**src/rtl/psxc_pkg.sv**
```systemverilog
// Package for the parity-selected XOR/add byte cipher: shared types, constants and
// register indexes. It depends on nothing and is compiled before all modules.
`timescale 1ns / 1ps
`default_nettype none

package psxc_pkg;

  // Configuration register width and key arithmetic widths.
  localparam int unsigned REG_W     = 31;
  localparam int unsigned EMB_W     = REG_W + 2;  // holds seed + q + 17 without wrap
  localparam int unsigned KEY_W     = 64;
  localparam int unsigned KEY_BYTES = 8;
  localparam int unsigned POS_W     = $clog2(KEY_BYTES);

  localparam logic [EMB_W-1:0]       SEED_STEP_ADD = EMB_W'(17);
  localparam int unsigned            EMBRYO_SHIFT  = 3;

  localparam logic [REG_W-1:0] PRIME_P_RST = REG_W'(13);
  localparam logic [REG_W-1:0] PRIME_Q_RST = REG_W'(19);
  localparam logic [REG_W-1:0] SEED_S_RST  = REG_W'(0);

  typedef enum logic [1:0] {
    REG_PRIME_P = 2'd0,
    REG_PRIME_Q = 2'd1,
    REG_SEED_S  = 2'd2
  } reg_idx_t;

  typedef enum logic {
    KIND_ENCRYPT = 1'b0,
    KIND_DECRYPT = 1'b1
  } kind_t;

  // Per-word control that travels down the pipeline with the data byte.
  typedef struct packed {
    kind_t            kind;
    logic             seq_odd;
    logic [POS_W-1:0] key_pos;
    logic [7:0]       data;
  } item_t;

endpackage

`default_nettype wire

```
**src/rtl/psxc_embryo.sv**
```systemverilog
// Stage 1: captures an accepted word and forms both key embryos p ^ s0 and p ^ s1.
// Depends on psxc_pkg.
`timescale 1ns / 1ps
`default_nettype none

module psxc_embryo (
  input  wire logic                          clk,
  input  wire logic                          rst_n,
  input  wire logic                          en,
  input  wire logic                          in_valid,
  input  wire psxc_pkg::item_t               in_item,
  input  wire logic [psxc_pkg::REG_W-1:0]    prime_p,
  input  wire logic [psxc_pkg::REG_W-1:0]    prime_q,
  input  wire logic [psxc_pkg::REG_W-1:0]    seed_s,
  output logic                               valid_r,
  output psxc_pkg::item_t                    item_r,
  output logic [psxc_pkg::EMB_W-1:0]         e0_r,
  output logic [psxc_pkg::EMB_W-1:0]         e1_r
);

  logic [psxc_pkg::EMB_W-1:0] seed_w;
  logic [psxc_pkg::EMB_W-1:0] s1_w;
  logic [psxc_pkg::EMB_W-1:0] p_w;
  logic [psxc_pkg::EMB_W-1:0] e0_nxt;
  logic [psxc_pkg::EMB_W-1:0] e1_nxt;

  assign seed_w = psxc_pkg::EMB_W'(seed_s);
  assign p_w    = psxc_pkg::EMB_W'(prime_p);
  assign s1_w   = seed_w + psxc_pkg::EMB_W'(prime_q) + psxc_pkg::SEED_STEP_ADD;
  assign e0_nxt = p_w ^ seed_w;
  assign e1_nxt = p_w ^ s1_w;

  always_ff @(posedge clk) begin
    if (!rst_n) begin
      valid_r <= 1'b0;
    end else if (en) begin
      valid_r <= in_valid;
    end
  end

  always_ff @(posedge clk) begin
    if (en && in_valid) begin
      item_r <= in_item;
      e0_r   <= e0_nxt;
      e1_r   <= e1_nxt;
    end
  end

endmodule

`default_nettype wire

```
**config.mk**
```make
export PLATFORM = sky130hd
export DESIGN_NAME = psxc_embryo
export DESIGN_NICKNAME = d
export VERILOG_FILES = /design/src/rtl/psxc_pkg.sv /design/src/rtl/psxc_embryo.sv
export SDC_FILE = /design/constraint.sdc
export NUM_CORES = 1
export LEC_CHECK = 0
export BUFFER_PORTS_ARGS = -buffer_cell sky130_fd_sc_hd__buf_2
export CAP_MARGIN = 5
export CORE_ASPECT_RATIO = 1.1
export CORE_UTILIZATION = 50
export DETAILED_ROUTE_END_ITERATION = 7
export MAX_ROUTING_LAYER = met4
export PLACE_DENSITY = 0.82
export REMOVE_ABC_BUFFERS = 1
export SYNTH_ARGS = -nofsm -noshare
export SYNTH_HDL_FRONTEND = slang
export SYNTH_SLANG_ARGS = --single-unit
```
**constraint.sdc**
```tcl
create_clock -name clk -period 4.2 [get_ports clk]
set_input_delay 0.42 -clock clk [delete_from_list [all_inputs] [get_ports clk]]
set_output_delay 0.42 -clock clk [all_outputs]
set_load 0.02 [all_outputs]
```
==> results.json <==
{
  "cts.sinks": 78,
  "die_h_um": 107.1,
  "start_util_pct": 52.61,
  "path_depth": 11,
  "arrival_ns": 3.08,
  "final_cells": 728,
  "share_comb_of_total_power_pct": 33.2,
  "critical_path_class": "in -> reg",
  "startpoint": "prime_q[1]",
  "clk_latency_ns": 0.36,
  "status": "finished clean",
  "crit_slowest_cell": "fa_1",
  "r2r-start": "valid_r$_SDFFE_PN0P_",
  "met3_length_um": 808,
  "swShare_pct": 32.97,
  "min_path_cells": 1,
  "rsz0062_at_grt": "no",
  "path_cells": "buf_2, ha_1, ha_1, fa_1, a21o_1, a41o_1, a21o_1, a21bo_1, a41o_1, a2111oi_4, nor3_1",
  "worst_path_dominant_cell_family": "compound AO/OA/AOI/OAI gates",
  "cp-start-kind": "input port",
  "met2WireLength_um": 5889,
  "ys_seq_elements": 78,
  "ys_types": 56,
  "drtIter0Drc": 136,
  "drive_above_1_share_pct": 34.21,
  "numCtsBuffers": 9,
  "crit_path_end_kind": "register",
  "relSlewSlack_pct": 30.75,
  "fin_setup_tns_ns": 0,
  "cts_setup_buffers": 0,
  "core-area_um2": 9537,
  "worst-r2r-cell-count": 2,
  "fin_skew_ns": 0,
  "utilization_pct": 65.67,
  "cts_root_buf": "clkbuf_8",
  "power_frac_seq_pct": 42.2,
  "cts.clk_slew.worst_paths_ns": 0.09,
  "die_w_um": 97.51,
  "placement.io_buffers": 187,
  "finalCriticalPeriod_ns": 2.959,
  "wl_met1_um": 4693,
  "clock_path_buffers": 2,
  "grt_pass1_vias": 4011,
  "crit_required_ns": 4.32,
  "whs_ns": 0.2245,
  "leakage_nw": 2.885,
  "wl_um": 11580,
  "hold_viol_final": 0,
  "dieArea_um2": 10440,
  "path_buf_inv": 1,
  "ys_seq_area_share_pct": 46.48,
  "dpl.hpwl_um": 9061,
  "maxSlewViolCount": 0,
  "hold_path_startpoint": "in_item[2]",
  "cts_tree": "yes",
  "synth_edf_count": 77,
  "syn2layout_area_growth_pct": 24.81,
  "synthCells": 416,
  "antenna_cells": 0,
  "antenna_found_initial": 0,
  "setup-violations-final": 0,
  "grt_pass1_wl_um": 18460,
  "ctsResizeCount": 0,
  "ys.warnings.count": 0,
  "holdCritPathClass": "in -> reg",
  "cell_internal_pwr_mw": 1.573,
  "via_per_inst": 5.505,
  "highest_layer": "met4",
  "postSynth.asyncResetShare_pct": 0,
  "gp_congestion": 0.8152,
  "worst_pin_slew_ns": 1.039,
  "worst-path-max-fanout": 4,
  "post-route-period-util_pct": 70.45,
  "placed_cells": 712,
  "synth_ff_type": "edfxtp_1",
  "remaining_drc_errors": 0,
  "fill_cells": 771,
  "gr-usage-all-layers_pct": 23.07,
  "synth_area_um2": 5017,
  "num_io_pins": 190,
  "cts_hold_buf": 0,
  "pwr_density_cell_nw_per_um2": 374.8,
  "num_rows": 37,
  "maxCapViolCount": 0,
  "final_nets": 778,
  "vias": 4008,
  "drt-wirelength-per-cell_um": 15.90,
  "ant_nets": 0,
  "grt_max_degree": 79,
  "htree_levels": 3,
  "fmax_mhz": 337.9,
  "clock_power_share_pct": 24.7,
  "ir_drop_mv": 0.1853,
  "switchingPower_uw": 774.0,
  "first_pass_iters": 5,
  "syn_avg_cell_area_um2": 12.06,
  "max_stage_delay_ns": 0.41,
  "total_power_mw": 2.347,
  "grt-ovfl-total": 0
}
kinds of logic after synthesis:
logic type | share of synthesized area [%]
AO/OA/AOI/OAI | 13.37
buffers and inverters | 1.671
other | 0.07474
flip-flops | 46.48
adder cells (fa/ha/maj) | 15.61
multiplexers | 0.8479
XOR/XNOR | 14.66
AND/OR/NAND/NOR | 7.282
cell type report:
class	count	area [um^2]	area share, %
flip-flops and latches	78	2332	37.24
clock buffers	10	127.6	2.038
clock inverters	6	71.32	1.139
multi-input cells	319	2608	41.64
well taps	117	146.4	2.338
repair buffers	187	935.9	14.95
inverters	11	41.29	0.6593
cells in the mapped netlist, types with 3 or more instances:
library cell	instances	share of area [%]
a211o_1	3	0.52
and2_1	3	0.37
ha_1	61	15
o21ai_0	13	1.3
edfxtp_1	77	46
nor2b_1	4	0.50
a41o_1	3	0.60
nor2_1	12	0.90
nor3_1	10	1.0
xnor2_1	35	6.1
and3_1	3	0.37
a211oi_1	4	0.60
a21o_1	16	2.4
nand2_1	19	1.4
inv_1	11	0.82
clkbuf_1	6	0.45
nand4_1	3	0.37
xor2_1	49	8.6
nand3_1	6	0.60
a31oi_1	7	0.87
o21a_1	3	0.45
a21oi_1	24	2.4
sequential cells by signal, indices dropped and copies added (netlist names):
signal   cells
e1_r        33
e0_r        31
item_r      13
valid_r      1
layout by cell type (no fill, tap or decap), types with 4 or more instances in the layout:
cell and instances:
buf_2 187, edfxtp_1 77, ha_1 61, xor2_1 49, xnor2_1 35, a21oi_1 24
nand2_1 19, a21o_1 16, o21ai_0 13, nor2_1 12, inv_1 11, nor3_1 10
clkbuf_8 9, a31oi_1 7, nand3_1 6, nor2b_1 4, a211oi_1 4
worst paths after layout:
path | to | slack, ns
worst max register to register | valid_r$_SDFFE_PN0P_ | 3.49
worst max-delay path | e1_r[17]$_DFFE_PP_ | 1.24
worst min register to register | valid_r$_SDFFE_PN0P_ | 0.63
worst min-delay path | item_r[2]$_DFFE_PP_ | 0.22
routing by layer:
layer  GRT usage (%)  vias up
li1                -     1952
met1           26.34     1877
met3           4.694       16
met2           40.16      163
met4           8.613        0
met5               -        -
metrics by stage:
step,setup WS [ns],area [um^2]
after CTS,1.255,6262
final,1.241,6262
after floorplan,1.130,4979
after detailed placement,0.8768,6063
after global routing,1.089,6262
after global placement,0.8962,6063
power by group through the flow:
stage	clock, mW	sequential (mW)	combinational (mW)
final	0.579	0.990	0.778
after global routing	0.619	0.997	0.846
after CTS	0.594	0.992	0.776
after detailed placement	0	1.01	0.773
after global placement	0	1.01	0.748
after floorplan	0	1.11	0.431
Power figures use the tool's default switching activity.
