===== src/rtl/psxc_pkg.sv =====
// Package for the parity-selected XOR/add byte cipher: shared types, constants and
// register indexes. It depends on nothing and is compiled before all modules.
`timescale 1ns / 1ps
`default_nettype none

package psxc_pkg;

  // Configuration register width and key arithmetic widths.
  localparam int unsigned REG_W     = 31;
  localparam int unsigned EMB_W     = REG_W + 2;  // holds seed + q + 17 without wrap
  localparam int unsigned KEY_W     = 64;
  localparam int unsigned KEY_BYTES = 8;
  localparam int unsigned POS_W     = $clog2(KEY_BYTES);

  localparam logic [EMB_W-1:0]       SEED_STEP_ADD = EMB_W'(17);
  localparam int unsigned            EMBRYO_SHIFT  = 3;

  localparam logic [REG_W-1:0] PRIME_P_RST = REG_W'(13);
  localparam logic [REG_W-1:0] PRIME_Q_RST = REG_W'(19);
  localparam logic [REG_W-1:0] SEED_S_RST  = REG_W'(0);

  typedef enum logic [1:0] {
    REG_PRIME_P = 2'd0,
    REG_PRIME_Q = 2'd1,
    REG_SEED_S  = 2'd2
  } reg_idx_t;

  typedef enum logic {
    KIND_ENCRYPT = 1'b0,
    KIND_DECRYPT = 1'b1
  } kind_t;

  // Per-word control that travels down the pipeline with the data byte.
  typedef struct packed {
    kind_t            kind;
    logic             seq_odd;
    logic [POS_W-1:0] key_pos;
    logic [7:0]       data;
  } item_t;

endpackage

`default_nettype wire


===== src/rtl/psxc_mix.sv =====
// Stages 3 and 4: finishes both keys, picks the key bytes, then applies the
// parity-ordered XOR/add steps into the output register. Depends on psxc_pkg.
`timescale 1ns / 1ps
`default_nettype none

module psxc_mix (
  input  wire logic                          clk,
  input  wire logic                          rst_n,
  input  wire logic                          en_sel,
  input  wire logic                          en_out,
  input  wire logic                          in_valid,
  input  wire psxc_pkg::item_t               in_item,
  input  wire logic [psxc_pkg::EMB_W-1:0]    e0,
  input  wire logic [psxc_pkg::EMB_W-1:0]    e1,
  input  wire logic [psxc_pkg::KEY_W-1:0]    prod0,
  input  wire logic [psxc_pkg::KEY_W-1:0]    prod1,
  output logic                               sel_valid_r,
  output logic                               out_valid_r,
  output logic [7:0]                         result_r
);

  logic [psxc_pkg::KEY_W-1:0] key0;
  logic [psxc_pkg::KEY_W-1:0] key1;
  logic [7:0]                 a_nxt;
  logic [7:0]                 b_nxt;
  logic [7:0]                 a_r;
  logic [7:0]                 b_r;
  psxc_pkg::item_t            item_r;
  logic [7:0]                 result_nxt;

  assign key0  = prod0 ^ (psxc_pkg::KEY_W'(e0) << psxc_pkg::EMBRYO_SHIFT);
  assign key1  = prod1 ^ (psxc_pkg::KEY_W'(e1) << psxc_pkg::EMBRYO_SHIFT);
  // Key bytes are taken little-endian.
  assign a_nxt = key0[{in_item.key_pos, 3'b000} +: 8];
  assign b_nxt = key1[{in_item.key_pos, 3'b000} +: 8];

  always_ff @(posedge clk) begin
    if (!rst_n) begin
      sel_valid_r <= 1'b0;
    end else if (en_sel) begin
      sel_valid_r <= in_valid;
    end
  end

  always_ff @(posedge clk) begin
    if (en_sel && in_valid) begin
      item_r <= in_item;
      a_r    <= a_nxt;
      b_r    <= b_nxt;
    end
  end

  // Decryption undoes the encryption steps in reverse order.
  always_comb begin
    if (item_r.kind == psxc_pkg::KIND_DECRYPT) begin
      if (item_r.seq_odd) begin
        result_nxt = (item_r.data ^ b_r) - a_r;
      end else begin
        result_nxt = (item_r.data - b_r) ^ a_r;
      end
    end else begin
      if (item_r.seq_odd) begin
        result_nxt = (item_r.data + a_r) ^ b_r;
      end else begin
        result_nxt = (item_r.data ^ a_r) + b_r;
      end
    end
  end

  always_ff @(posedge clk) begin
    if (!rst_n) begin
      out_valid_r <= 1'b0;
    end else if (en_out) begin
      out_valid_r <= sel_valid_r;
    end
  end

  always_ff @(posedge clk) begin
    if (en_out && sel_valid_r) begin
      result_r <= result_nxt;
    end
  end

endmodule

`default_nettype wire


===== config.mk =====
export PLATFORM = sky130hd
export DESIGN_NAME = psxc_mix
export DESIGN_NICKNAME = d
export VERILOG_FILES = /design/src/rtl/psxc_pkg.sv /design/src/rtl/psxc_mix.sv
export SDC_FILE = /design/constraint.sdc
export NUM_CORES = 1
export LEC_CHECK = 0
export ABC_AREA = 1
export BUFFER_PORTS_ARGS = -buffer_cell sky130_fd_sc_hd__buf_4
export CAP_MARGIN = 20
export CORE_ASPECT_RATIO = 0.7
export CORE_MARGIN = 2
export CORE_UTILIZATION = 30
export CTS_BUF_LIST = sky130_fd_sc_hd__clkbuf_4 sky130_fd_sc_hd__clkbuf_8
export CTS_CLUSTER_SIZE = 24
export DETAILED_ROUTE_END_ITERATION = 6
export GPL_ROUTABILITY_DRIVEN = 0
export PLACE_DENSITY = 0.66
export SYNTH_ARGS = -nofsm -noshare
export SYNTH_HDL_FRONTEND = slang
export SYNTH_SLANG_ARGS = --single-unit

===== constraint.sdc =====
create_clock -name clk -period 3 [get_ports clk]
set_input_delay 0 -clock clk [delete_from_list [all_inputs] [get_ports clk]]
set_output_delay 0 -clock clk [all_outputs]
set_load 0.05 [all_outputs]

==> impl_metrics.csv <==
group,metric,value,unit
cts,postCtsSetupBuffers,0,
finish,antenna_cells,0,
floorplanning,initial_core_util,30.6,%
synthesis,yosys.area.top_type,"edfxtp_1",
cts,h-tree-depth,2,
cts,cts_resized,0,
cts,hold_buffers,14,
detailed_routing,antenna_left,0,
global_route,track_usage,18.9,%
power_and_ir_drop,combinationalPowerShare,50.0,%
power_and_ir_drop,internal_power,1.36,mW
sta,tns,0,ps
power_and_ir_drop,switching_share,37.1,%
power_and_ir_drop,total_power,2.16,mW
cts,clock_path_buffers,2,
finish,drive_gt1_share,25.9,%
job,cap_violations,0,
sta,worst_pin_slew,968,ps
detailed_routing,viasPerCell,4.76,
synthesis,synth_edf_count,34,
placed_design,io_buffer_count,221,
sta,slew_viol_final,0,
synthesis,syn_inst,694,
global_route,gr-total-overflow,0,
floorplanning,die_y,106,µm
synthesis,synth.distinct_cells,31,
sta,holdWs,65.7,ps
floorplanning,core_area,14600,µm²
sta,finalCritPeriodShare,76.6,%
outcome,status,"finished clean",
worst_setup_path,startpoint,"b_r[2]$_DFFE_PP_",
finish,fin_area,6490,µm²
sta,slew_headroom,35.4,%
power_and_ir_drop,switchingPower,0.799,mW
power_and_ir_drop,seqPwrFrac,29.6,%
detailed_routing,routed_wl,15500,µm
sta,final_hold_viol_count,0,
synthesis,yosysWarnings,0,
detailed_routing,drt_iter0_markers,271,
worst_setup_path,crit_fanout,7,
synthesis,syn_nets,940,
detailed_routing,drc_errors,0,
worst_setup_path,worstReg2RegStart,"b_r[2]$_DFFE_PP_",
worst_setup_path,critPathKind,"reg2reg",
cts,worst_skew_pair.late_latency,300,ps
detailed_routing,route.vias.total,5264,
floorplanning,die_w,150,µm
worst_setup_path,reg2reg_to,"result_r[7]$_DFFE_PP_",
detailed_routing,firstDrtPassIters,5,
power_and_ir_drop,p_leak,3.29,nW
synthesis,syn_area,4470,µm²
synthesis,ys_seq_area_share,23.7,%
power_and_ir_drop,powerDensity,332,nW/µm²
sta,max_freq,435,MHz
finish,utilization,44.4,%
global_route,grt_max_degree,54,
sta,setup_viol,0,
worst_setup_path,critPathRequiredTime,3060,ps
sta,rsz0062_at_grt,"false",
synthesis,ys_ff_latch,36,
power_and_ir_drop,ir_drop,0.214,mV
synthesis,yosys-top-cells-area,"edfxtp_1, nand2_1, ha_1",
placed_design,hpwl,12700,µm
floorplanning,die-area,15900,µm²
worst_setup_path,end_kind,"flip-flop",
worst_setup_path,ff2ff_path_depth,13,
min_path,hold_path.class,"in2reg",
cts,root_buffer,"clkbuf_8",
synthesis,avgSynthCellArea,6.45,µm²
global_route,grt_first_pass_wirelength,24100,µm
synthesis,synth-async-reset-ratio,0,%
global_route,antenna_found_initial,0,
synthesis,synth_flop_cell,"edfxtp_1",
global_route,first_global_vias,4904,
sta,final.setup_skew,1.81,ps
placed_design,placed_cell_area,6240,µm²
worst_setup_path,rrSetupSlack,700,ps
worst_setup_path,arrival,2360,ps
sta,finalCriticalPeriod,2300,ps
cts,cts_tree,"built",
floorplanning,rows,37,
finish,area_delta_synth_final,45.1,%
cts,cts_made_buffers,5,
floorplanning,num_io_pins,222,
power_and_ir_drop,power.share.clock,20.4,%
cts,path_clk_slew,80,ps
synthesis,synth_top_area_share,22.8,%
worst_setup_path,start_kind,"flip-flop",
worst_setup_path,cp-endpoint,"result_r[7]$_DFFE_PP_",
finish,final_nets,1157,
detailed_routing,wl_per_cell,14.0,µm
cts,cts_sinks,36,
==> how the worst min path moves through the flow <==
stage	start	cells past startpoint	endpoint	slack, ps
2_1_floorplan	in_item[0]	0	item_r[0]$_DFFE_PP_	100
3_3_place_gp	in_item[6]	1	item_r[6]$_DFFE_PP_	180
3_5_place_dp	in_item[6]	1	item_r[6]$_DFFE_PP_	180
4_1_cts	in_item[10]	3	a_r[2]$_DFFE_PP_	50
5_1_grt	in_item[10]	3	a_r[2]$_DFFE_PP_	70
6_report	in_item[10]	3	a_r[2]$_DFFE_PP_	70
==> per-stage QoR <==
stage | instances | worst slack (ps)
detailed placement | 1085 | 771
global route | 1107 | 529
CTS | 1107 | 749
finish | 1107 | 702
global placement | 1085 | 783
floorplan | 694 | 923
==> critical path, stage by stage, from the launching register on <==
cell	delay [ps]
edfxtp_1	400
inv_1	60
ha_1	360
inv_1	80
ha_1	400
nand2_1	90
nor2_1	100
nand2_1	70
nand3_1	90
nand2_1	60
nand2_1	130
nand3_1	90
nand3_1	80
nand2_1	50
==> power groups by stage <==
stage / clock network [mW] / logic (mW) / registers [mW]
2_1_floorplan: 0 / 0.654 / 0.651
3_3_place_gp: 0 / 1.04 / 0.649
3_5_place_dp: 0 / 1.05 / 0.650
4_1_cts: 0.450 / 1.07 / 0.638
5_1_grt: 0.465 / 1.22 / 0.643
6_report: 0.439 / 1.08 / 0.638
==> cell usage after synthesis, drive strengths merged, types with 2 or more instances <==
master  number
o21ai       75
edfxtp      34
a21oi       48
a31oi        8
ha          30
mux2i        6
a21o         4
inv         66
o22ai       18
buf         16
dfxtp        2
or2          3
nand2      191
nand3       34
nand4        6
o211ai       4
clkbuf      11
nor2        85
nand3b       2
nor3         6
xnor2       18
fa           4
xor2        21
==> cell type report <==
cell class,count,area (µm²)
clock buffer,5,68.8
clock inverter,3,42.5
fill,1567,8140
inverter,67,251
multi-input combinational,564,3010
sequential,36,1060
tap,195,244
timing repair buffer,237,1810
==> layer usage <==
metal | vias up | share of wire [%] | global-route usage (%)
met2 | 177 | 45 | 31.3
li1 | 2741 | - | -
met4 | 0 | 1.3 | 3.37
met1 | 2329 | 46 | 25.6
met5 | - | 0 | 0
met3 | 17 | 7.5 | 4.25
==> cell usage in the layout, fill, tap and decap left out <==
master / count
nand3_1: 34
buf_4: 223
o211ai_1: 4
edfxtp_1: 34
a211oi_1: 1
clkinv_1: 1
bufinv_16: 1
a21o_1: 4
a31oi_1: 8
o22ai_1: 18
nor3_1: 6
xor2_1: 21
fa_1: 4
nand2_1: 191
clkinvlp_4: 1
xnor2_1: 18
nand3b_1: 2
dlygate4sd3_1: 14
o21ai_1: 2
mux2i_1: 6
or2_2: 3
clkbuf_8: 5
o21ai_0: 73
nor2_1: 85
a21oi_1: 48
nand4_1: 6
dfxtp_1: 2
inv_1: 64
ha_1: 30
inv_2: 2
clkinv_2: 1
==> state kept, by name, indices dropped and copies added (netlist names) <==
name	flops
a_r	8
item_r	10
sel_valid_r	1
out_valid_r	1
b_r	8
result_r	8
==> cell families (layout without fill, tap and decap cells) <==
logic type / after synthesis / in the layout / synth area share, %
and+or+nand+nor: 327 / 327 / 29.2
xor gates and xnor gates: 39 / 39 / 7.63
muxes: 6 / 6 / 1.34
buffers and inverters: 94 / 312 / 9.00
DFF: 36 / 36 / 23.7
adders and majority gates: 34 / 34 / 10.2
AOI/OAI and AO/OA: 158 / 158 / 18.9
(Power assumes the default switching activity.)
